==> config.mk <==
export PLATFORM = sky130hd
export DESIGN_NAME = configurable_crc_engine
export DESIGN_NICKNAME = d
export VERILOG_FILES = /design/src/rtl/ccrc_pkg.sv /design/src/rtl/ccrc_cfg_regs.sv /design/src/rtl/ccrc_fold.sv /design/src/rtl/configurable_crc_engine.sv
export VERILOG_INCLUDE_DIRS = /design/src /design/src/rtl
export SDC_FILE = /design/constraint.sdc
export NUM_CORES = 1
export LEC_CHECK = 0
export ABC_CLOCK_PERIOD_IN_PS = 13300
export BUFFER_PORTS_ARGS = -buffer_cell sky130_fd_sc_hd__clkbuf_2
export CAP_MARGIN = 5
export CORE_UTILIZATION = 40
export CTS_BUF_LIST = sky130_fd_sc_hd__clkbuf_8
export DETAILED_ROUTE_END_ITERATION = 10
export PLACE_DENSITY = 0.59
export RECOVER_POWER = 50
export SYNTH_ARGS = -nofsm -noshare
export SYNTH_HDL_FRONTEND = slang
export SYNTH_SLANG_ARGS = --single-unit
==> constraint.sdc <==
create_clock -name clk -period 13.3 [get_ports clk]
set_input_delay 0 -clock clk [delete_from_list [all_inputs] [get_ports clk]]
set_output_delay 0 -clock clk [all_outputs]
set_load 0.01 [all_outputs]
==> src/rtl/assert_macros.svh <==
// Assertion macros shared by the CRC engine RTL.
`ifndef ASSERT_MACROS_SVH
`define ASSERT_MACROS_SVH

// Condition that must hold at every clock edge outside reset.
`define CCRC_ASSERT_ALWAYS(lbl, cond, msg) \
  lbl: assert property (@(posedge clk) disable iff (!rst_n) (cond)) else $error(msg);

// Antecedent implies consequent in the same cycle.
`define CCRC_ASSERT_SAME(lbl, ante, cons, msg) \
  lbl: assert property (@(posedge clk) disable iff (!rst_n) (ante) |-> (cons)) else $error(msg);

// Antecedent implies consequent in the next cycle.
`define CCRC_ASSERT_NEXT(lbl, ante, cons, msg) \
  lbl: assert property (@(posedge clk) disable iff (!rst_n) (ante) |=> (cons)) else $error(msg);

`endif

==> src/rtl/ccrc_pkg.sv <==
// Types, constants and helper functions of the configurable CRC engine.
package ccrc_pkg;

  localparam int CrcW = 32;
  localparam int CfgIdxW = 8;
  localparam int WidthW = 6;

  // Configuration register indexes.
  localparam logic [CfgIdxW-1:0] CFG_REFLECTED = 8'd0;
  localparam logic [CfgIdxW-1:0] CFG_CRC_WIDTH = 8'd1;
  localparam logic [CfgIdxW-1:0] CFG_POLYNOMIAL = 8'd2;
  localparam logic [CfgIdxW-1:0] CFG_INITIAL_VALUE = 8'd3;

  // Reset values of the configuration registers.
  localparam logic RESET_REFLECTED = 1'b1;
  localparam logic [WidthW-1:0] RESET_CRC_WIDTH = 6'd32;
  localparam logic [CrcW-1:0] RESET_POLYNOMIAL = 32'hEDB8_8320;
  localparam logic [CrcW-1:0] RESET_INITIAL_VALUE = 32'h0000_0000;

  localparam logic [WidthW-1:0] MIN_CRC_WIDTH = 6'd8;
  localparam logic [WidthW-1:0] MAX_CRC_WIDTH = 6'd32;

  typedef struct packed {
    logic [7:0] data_byte;
    logic       first_byte;
    logic       last_byte;
  } ccrc_in_t;

  typedef struct packed {
    logic [CrcW-1:0] crc_value;
    logic            message_done;
    logic            config_error;
  } ccrc_out_t;

  // Decoded configuration handed from the register file to the datapath.
  typedef struct packed {
    logic            reflected;
    logic [CrcW-1:0] polynomial;
    logic [CrcW-1:0] poly_aligned;
    logic [CrcW-1:0] initial_value;
    logic            config_error;
  } ccrc_cfg_t;

  function automatic logic [CrcW-1:0] swap_bytes(input logic [CrcW-1:0] v);
    swap_bytes = {v[7:0], v[15:8], v[23:16], v[31:24]};
  endfunction

endpackage

==> src/rtl/ccrc_cfg_regs.sv <==
// Configuration registers of the CRC engine and their decoding.
module ccrc_cfg_regs import ccrc_pkg::*; (
  input  logic                clk,
  input  logic                rst_n,
  input  logic                wr_en,
  input  logic [CfgIdxW-1:0]  wr_index,
  input  logic [CrcW-1:0]     wr_data,
  output ccrc_cfg_t           cfg
);

  logic              reflected_r;
  logic [WidthW-1:0] crc_width_r;
  logic [CrcW-1:0]   polynomial_r;
  logic [CrcW-1:0]   initial_value_r;
  logic [WidthW-1:0] align_sh;
  logic              width_bad;
  logic              poly_bad;

  always_ff @(posedge clk) begin
    if (!rst_n) begin
      reflected_r     <= RESET_REFLECTED;
      crc_width_r     <= RESET_CRC_WIDTH;
      polynomial_r    <= RESET_POLYNOMIAL;
      initial_value_r <= RESET_INITIAL_VALUE;
    end else if (wr_en) begin
      case (wr_index)
        CFG_REFLECTED:     reflected_r     <= wr_data[0];
        CFG_CRC_WIDTH:     crc_width_r     <= wr_data[WidthW-1:0];
        CFG_POLYNOMIAL:    polynomial_r    <= wr_data;
        CFG_INITIAL_VALUE: initial_value_r <= wr_data;
        default: ;
      endcase
    end
  end

  // A shift by the full width yields zero, so a 32-bit CRC never flags here.
  assign width_bad = (crc_width_r < MIN_CRC_WIDTH) || (crc_width_r > MAX_CRC_WIDTH);
  assign poly_bad  = (polynomial_r >> crc_width_r) != '0;
  assign align_sh  = MAX_CRC_WIDTH - crc_width_r;

  assign cfg.reflected     = reflected_r;
  assign cfg.polynomial    = polynomial_r;
  assign cfg.poly_aligned  = polynomial_r << align_sh;
  assign cfg.initial_value = initial_value_r;
  assign cfg.config_error  = width_bad || poly_bad;

endmodule

==> src/rtl/ccrc_fold.sv <==
// One-byte CRC fold: optional initial load, then eight shift/XOR steps.
module ccrc_fold import ccrc_pkg::*; (
  input  ccrc_cfg_t       cfg,
  input  logic [CrcW-1:0] crc_cur,
  input  logic [7:0]      data_byte,
  input  logic            first_byte,
  output logic [CrcW-1:0] crc_next
);

  logic [CrcW-1:0] base;
  logic [7:0]      idx;
  logic [CrcW-1:0] c_ref;
  logic [CrcW-1:0] c_msb;
  logic [CrcW-1:0] term;

  assign base = first_byte ? cfg.initial_value : crc_cur;
  assign idx  = base[7:0] ^ data_byte;

  always_comb begin
    c_ref = {24'd0, idx};
    c_msb = {idx, 24'd0};
    for (int k = 0; k < 8; k++) begin
      c_ref = (c_ref >> 1) ^ (c_ref[0] ? cfg.polynomial : '0);
      c_msb = (c_msb << 1) ^ (c_msb[CrcW-1] ? cfg.poly_aligned : '0);
    end
    term = cfg.reflected ? c_ref : swap_bytes(c_msb);
  end

  // The register is kept byte-swapped in MSB-first mode, so the same
  // right shift applies to both bit orders.
  assign crc_next = term ^ (base >> 8);

endmodule

==> src/rtl/configurable_crc_engine.sv <==
// Top level of the byte-wide configurable CRC engine.
//
// Usage: message bytes enter on the in_ channel (valid/ready), one byte per
// transfer. A byte with first_byte set loads initial_value before it is
// folded; last_byte is echoed as message_done. Each input transfer yields
// exactly one result transfer on the out_ channel carrying the running CRC.
// A byte waits in the input register and is folded on its way into the
// result register, which holds the result until the out_ channel takes it.
// One byte is taken per cycle while the receiver does not stall; the
// combinational eight-step fold closes the loop through the CRC register.
// Configuration registers are written through the cfg_ channel, which is
// always ready; writes are expected only while no byte is in flight.
// An invalid width or polynomial gives config_error = 1 and crc_value = 0,
// and the CRC register keeps its value.
// Reset (synchronous, active low) empties both stages, clears the CRC
// register and restores the default configuration (reflected CRC-32).
// When the receiver stalls, the result register holds its transfer, the
// input register can still take one more byte, and only then does in_ready
// drop.
`include "assert_macros.svh"

module configurable_crc_engine import ccrc_pkg::*; (
  input  logic               clk,
  input  logic               rst_n,
  input  logic               in_valid,
  output logic               in_ready,
  input  ccrc_in_t           in_data,
  output logic               out_valid,
  input  logic               out_ready,
  output ccrc_out_t          out_data,
  input  logic               cfg_valid,
  output logic               cfg_ready,
  input  logic [CfgIdxW-1:0] cfg_index,
  input  logic [CrcW-1:0]    cfg_data
);

  ccrc_cfg_t       cfg;
  logic            stage_valid_r;
  logic            stage_valid_nxt;
  ccrc_in_t        stage_data_r;
  logic            out_valid_r;
  logic            out_valid_nxt;
  ccrc_out_t       out_data_r;
  ccrc_out_t       out_data_nxt;
  logic [CrcW-1:0] crc_r;
  logic [CrcW-1:0] crc_nxt;
  logic [CrcW-1:0] crc_fold;
  logic            advance;
  logic            in_fire;

  assign cfg_ready = 1'b1;

  ccrc_cfg_regs u_cfg (
    .clk      (clk),
    .rst_n    (rst_n),
    .wr_en    (cfg_valid && cfg_ready),
    .wr_index (cfg_index),
    .wr_data  (cfg_data),
    .cfg      (cfg)
  );

  ccrc_fold u_fold (
    .cfg        (cfg),
    .crc_cur    (crc_r),
    .data_byte  (stage_data_r.data_byte),
    .first_byte (stage_data_r.first_byte),
    .crc_next   (crc_fold)
  );

  // The held byte moves into the result register when that register is
  // empty or its current result is being taken in this cycle.
  assign advance  = stage_valid_r && (!out_valid_r || out_ready);
  assign in_ready = !stage_valid_r || advance;
  assign in_fire  = in_valid && in_ready;

  always_comb begin
    stage_valid_nxt = stage_valid_r;
    if (in_fire) begin
      stage_valid_nxt = 1'b1;
    end else if (advance) begin
      stage_valid_nxt = 1'b0;
    end

    out_valid_nxt = out_valid_r;
    if (advance) begin
      out_valid_nxt = 1'b1;
    end else if (out_ready) begin
      out_valid_nxt = 1'b0;
    end

    // A bad configuration leaves the CRC register untouched and reports zero.
    crc_nxt                   = crc_r;
    out_data_nxt.crc_value    = '0;
    out_data_nxt.message_done = stage_data_r.last_byte;
    out_data_nxt.config_error = cfg.config_error;
    if (!cfg.config_error) begin
      crc_nxt                = crc_fold;
      out_data_nxt.crc_value = crc_fold;
    end
  end

  always_ff @(posedge clk) begin
    if (!rst_n) begin
      stage_valid_r <= 1'b0;
      out_valid_r   <= 1'b0;
      crc_r         <= '0;
    end else begin
      stage_valid_r <= stage_valid_nxt;
      out_valid_r   <= out_valid_nxt;
      if (advance) begin
        crc_r <= crc_nxt;
      end
    end
  end

  always_ff @(posedge clk) begin
    if (in_fire) begin
      stage_data_r <= in_data;
    end
    if (advance) begin
      out_data_r <= out_data_nxt;
    end
  end

  assign out_valid = out_valid_r;
  assign out_data  = out_data_r;

  // A flagged result never carries a CRC value.
  `CCRC_ASSERT_SAME(a_err_zero,
    out_valid_r && out_data_r.config_error,
    out_data_r.crc_value == '0,
    "config_error result with nonzero CRC")

  // A byte processed under a bad configuration must not disturb the CRC state.
  `CCRC_ASSERT_NEXT(a_err_hold,
    advance && cfg.config_error,
    crc_r == $past(crc_r),
    "CRC register changed under bad configuration")

  // Both stages full and the receiver stalled: no further input is taken.
  `CCRC_ASSERT_SAME(a_full_block,
    stage_valid_r && out_valid_r && !out_ready,
    !in_ready,
    "input accepted while pipeline is full")

  // The CRC register only moves when a byte advances into the result register.
  `CCRC_ASSERT_NEXT(a_crc_quiet,
    !advance,
    crc_r == $past(crc_r),
    "CRC register changed without a byte")

endmodule

==> flow_summary_export.csv <==
group,metric,value,unit
synth,synth_fp_nets,2431,
worst_setup_path,worst_path_dominant_cell_family,"compound AO/OA/AOI/OAI gates",
cells_and_area,final_layout_size_suffix_gt1_frac,0.103,
worst_setup_path,worstSetupEndpointType,"register",
power,p_leak,0.00700,uW
clock_network,path_clk_slew,0.11,ns
power,swShare,0.480,
run_status,violations,"capacitance limit, slew limit",
placed_design,place.gp.congestion,0.910,
cells_and_area,nFillCells,4281,
clock_network,clkSinkCount,149,
grt,antenna_found_initial,1,
die,die_w,209,um
grt,grt_pass1_vias,15500,
synth,ys_ff_latch,149,
clock_network,holdBufCountCts,53,
synth,synth_top_area_share,0.197,
power,total_power,2930,uW
die,die_h,209,um
run_status,run_status,"finished with violations",
cells_and_area,final_area,18900,um^2
power,power_frac_comb,0.677,
clock_network,cts_buffers,17,
timing,rsz0062_at_grt,"false",
synth,synthCells,2375,
die,die_area,43800,um^2
power,vdd_ir_drop_max,0.000138,V
worst_setup_path,arrival,8.70,ns
synth,async_flop_share,0,
cells_and_area,final_cell_mix,"nand2_1 (512), xnor2_1 (384), nor2_1 (241), a21oi_1 (135), mux2i_1 (127)",
timing,period_minus_slack,8.26,ns
grt,track_usage,0.282,
timing,tightest_slew,4.24,ns
timing,slew_headroom,-1.83,
die,rows,75,
cells_and_area,ff_latch_area,3430,um^2
detailed_routing,dr.pass1.iters,6,
cells_and_area,multi_input_area,13000,um^2
worst_setup_path,start_kind,"register",
cells_and_area,final_util,0.447,
clock_network,cts_buffer_depth,2,
synth,synth_edf_count,44,
synth,ys_top_cells_by_area,"xnor2_1 (20%), dfxtp_1 (12%), nand2_1 (11%)",
placed_design,place_hpwl,42900,um
synth,ys.flop_type,"dfxtp_1",
timing,fin_setup_tns,0,ns
timing,hold_viol,0,
detailed_routing,routed_wl,61200,um
synth,avgSynthCellArea,7.24,um^2
detailed_routing,route.detailed.drc,0,
clock_network,clk_latency,0.57,ns
timing,setup_ws,5.04,ns
power,switchingPower,1410,uW
synth,ys_seq_area_frac,0.199,
grt,grt_pass1_wl,94500,um
clock_network,root_buffer,"clkbuf_8",
run,maxCapViolCount,2,
clock_network,htree_num_levels,4,
grt,grt_overflow,0,
detailed_routing,wire_per_inst,20.8,um
cells_and_area,mostFrequentLayoutCell,"nand2_1",
worst_setup_path,critPathRequiredTime,13.74,ns
synth,yosysWarnings,0,
worst_setup_path,path_buf_inv,3,
timing,period_share,0.621,
worst_setup_path,worst-setup-path-type,"reg2reg",
cells_and_area,synthToLayoutAreaGrowth,9.59,%
placed_design,port_buffers,90,
worst_setup_path,cp_max_fo,55,
detailed_routing,vias_per_cell,5.76,
clock_network,cts_setup_buffers,0,
synth,synth.distinct_cells,86,
detailed_routing,vias,16900,
detailed_routing,ant_nets,0,
power,internal-power,1530,uW
worst_hold_path,hp-class,"in2reg",
die,start_util,0.408,
detailed_routing,drt-initial-drc-count,2031,
timing,clock-skew-final,0.0200,ns
power,clockPowerShare,0.141,
clock_network,cts_tree,"done",
placed_design,pre_cts_ws,5.22,ns
synth,yosys.area.top_type,"xnor2_1",
worst_setup_path,cp_slowest_stage_delay,0.83,ns
power,pwr-share-seq,0.181,
synth,syn_area,17200,um^2
timing,slew_violations,115,
timing,fmax,0.121,GHz
power,power.density,156,nW/um^2
worst_setup_path,cp_slowest_cell,"a211oi_2",
placed_design,dpl_cell_area,17900,um^2
grt,grt_max_degree,78,
timing,finalSetupViolCount,0,
clock_network,cts_resized,0,
cells_and_area,diodes,0,
die,core_area,42100,um^2
worst_setup_path,cp_cell_sequence,"buf_4, inv_2, ha_1, buf_4, mux2_2, mux2i_1, o21ai_0, a221o_1, or2_1, o311a_1, a21o_1, a211oi_2, mux2i_1, a32oi_2, xor2_2, nor3_1, o21ai_4, a21oi_1, xnor2_1, or4b_1, a31oi_1",
cells_and_area,fin_nets,2441,
die,io_pins,92,
==> stage by stage <==
| stage | std cells | hold WS, ns |
|---|---|---|
| after CTS | 2936 | 0.106 |
| final | 2937 | 0.143 |
| after global placement | 2851 | 0.178 |
| after global routing | 2937 | 0.139 |
| after floorplan | 2375 | 0.0989 |
| after detailed placement | 2851 | 0.179 |
==> metal layers <==
metal / wire, um / track usage / vias to the layer above
met1: 28100 / 0.408 / 8102
met2: 26600 / 0.424 / 735
met4: 1090 / 0.0725 / 0
li1: - / - / 8014
met3: 5460 / 0.0548 / 73
met5: 0 / 0 / -
==> path summary, 6_finish.rpt <==
check | startpoint | to | slack [ns] | cells after the start
worst max-delay path | u_cfg.crc_width_r[0] | crc_r[16] | 5.04 | 21
worst min-delay path | in_data[0] | out_data_nxt[1] | 0.14 | 2
worst max register to register | u_cfg.crc_width_r[0] | crc_r[16] | 5.04 | 21
worst min register to register | out_data_nxt[1] | out_data[1] | 0.44 | 0
==> logic make-up after synthesis <==
kind of cell,synth area share
AO/OA/AOI/OAI,0.133
multiplexers,0.118
flip-flops,0.199
XOR/XNOR,0.244
AND/OR/NAND/NOR,0.252
buffers and inverters,0.0528
adder cells (fa/ha/maj),0.000727
other,0.000218
==> registers in the layout, indices dropped and copies added (netlist names) <==
signal	count
crc_r	32
out_data	34
out_data_nxt	1
out_valid	1
stage_data_r	9
stage_valid_r	1
u_cfg.crc_width_r	6
u_cfg.initial_value_r	32
u_cfg.polynomial_r	32
u_cfg.reflected_r	1
==> Yosys cell counts, types with 13 or more instances <==
cell type	n
buf_2	21
nor2_1	244
clkbuf_1	142
inv_1	16
a31oi_1	37
and3_1	25
mux2i_1	127
or2_2	31
o21ai_0	41
mux2_2	24
a211oi_1	20
xor2_1	68
xnor2_1	387
nor4_1	13
mux4_2	21
nand2_1	513
nand3_1	50
a21oi_1	135
edfxtp_1	44
o211ai_1	21
buf_1	25
dfxtp_1	105
nor3_1	56
a22oi_1	13
==> area by class of cell <==
type	instances	area share
Multi-Input combinational cell	2006	0.688
Sequential cell	149	0.182
Inverter	20	0.00398
Clock buffer	17	0.0124
Clock inverter	15	0.00996
Tap cell	539	0.0358
Timing Repair Buffer	191	0.0682
==> power by group through the flow <==
stage	clock network (uW)	logic, uW	registers [uW]
floorplan	0	1510	539
global placement	0	1920	542
detailed placement	0	1930	542
CTS	419	1960	532
global route	435	2110	534
finish	415	1990	532
Power figures use the tool's default switching activity.
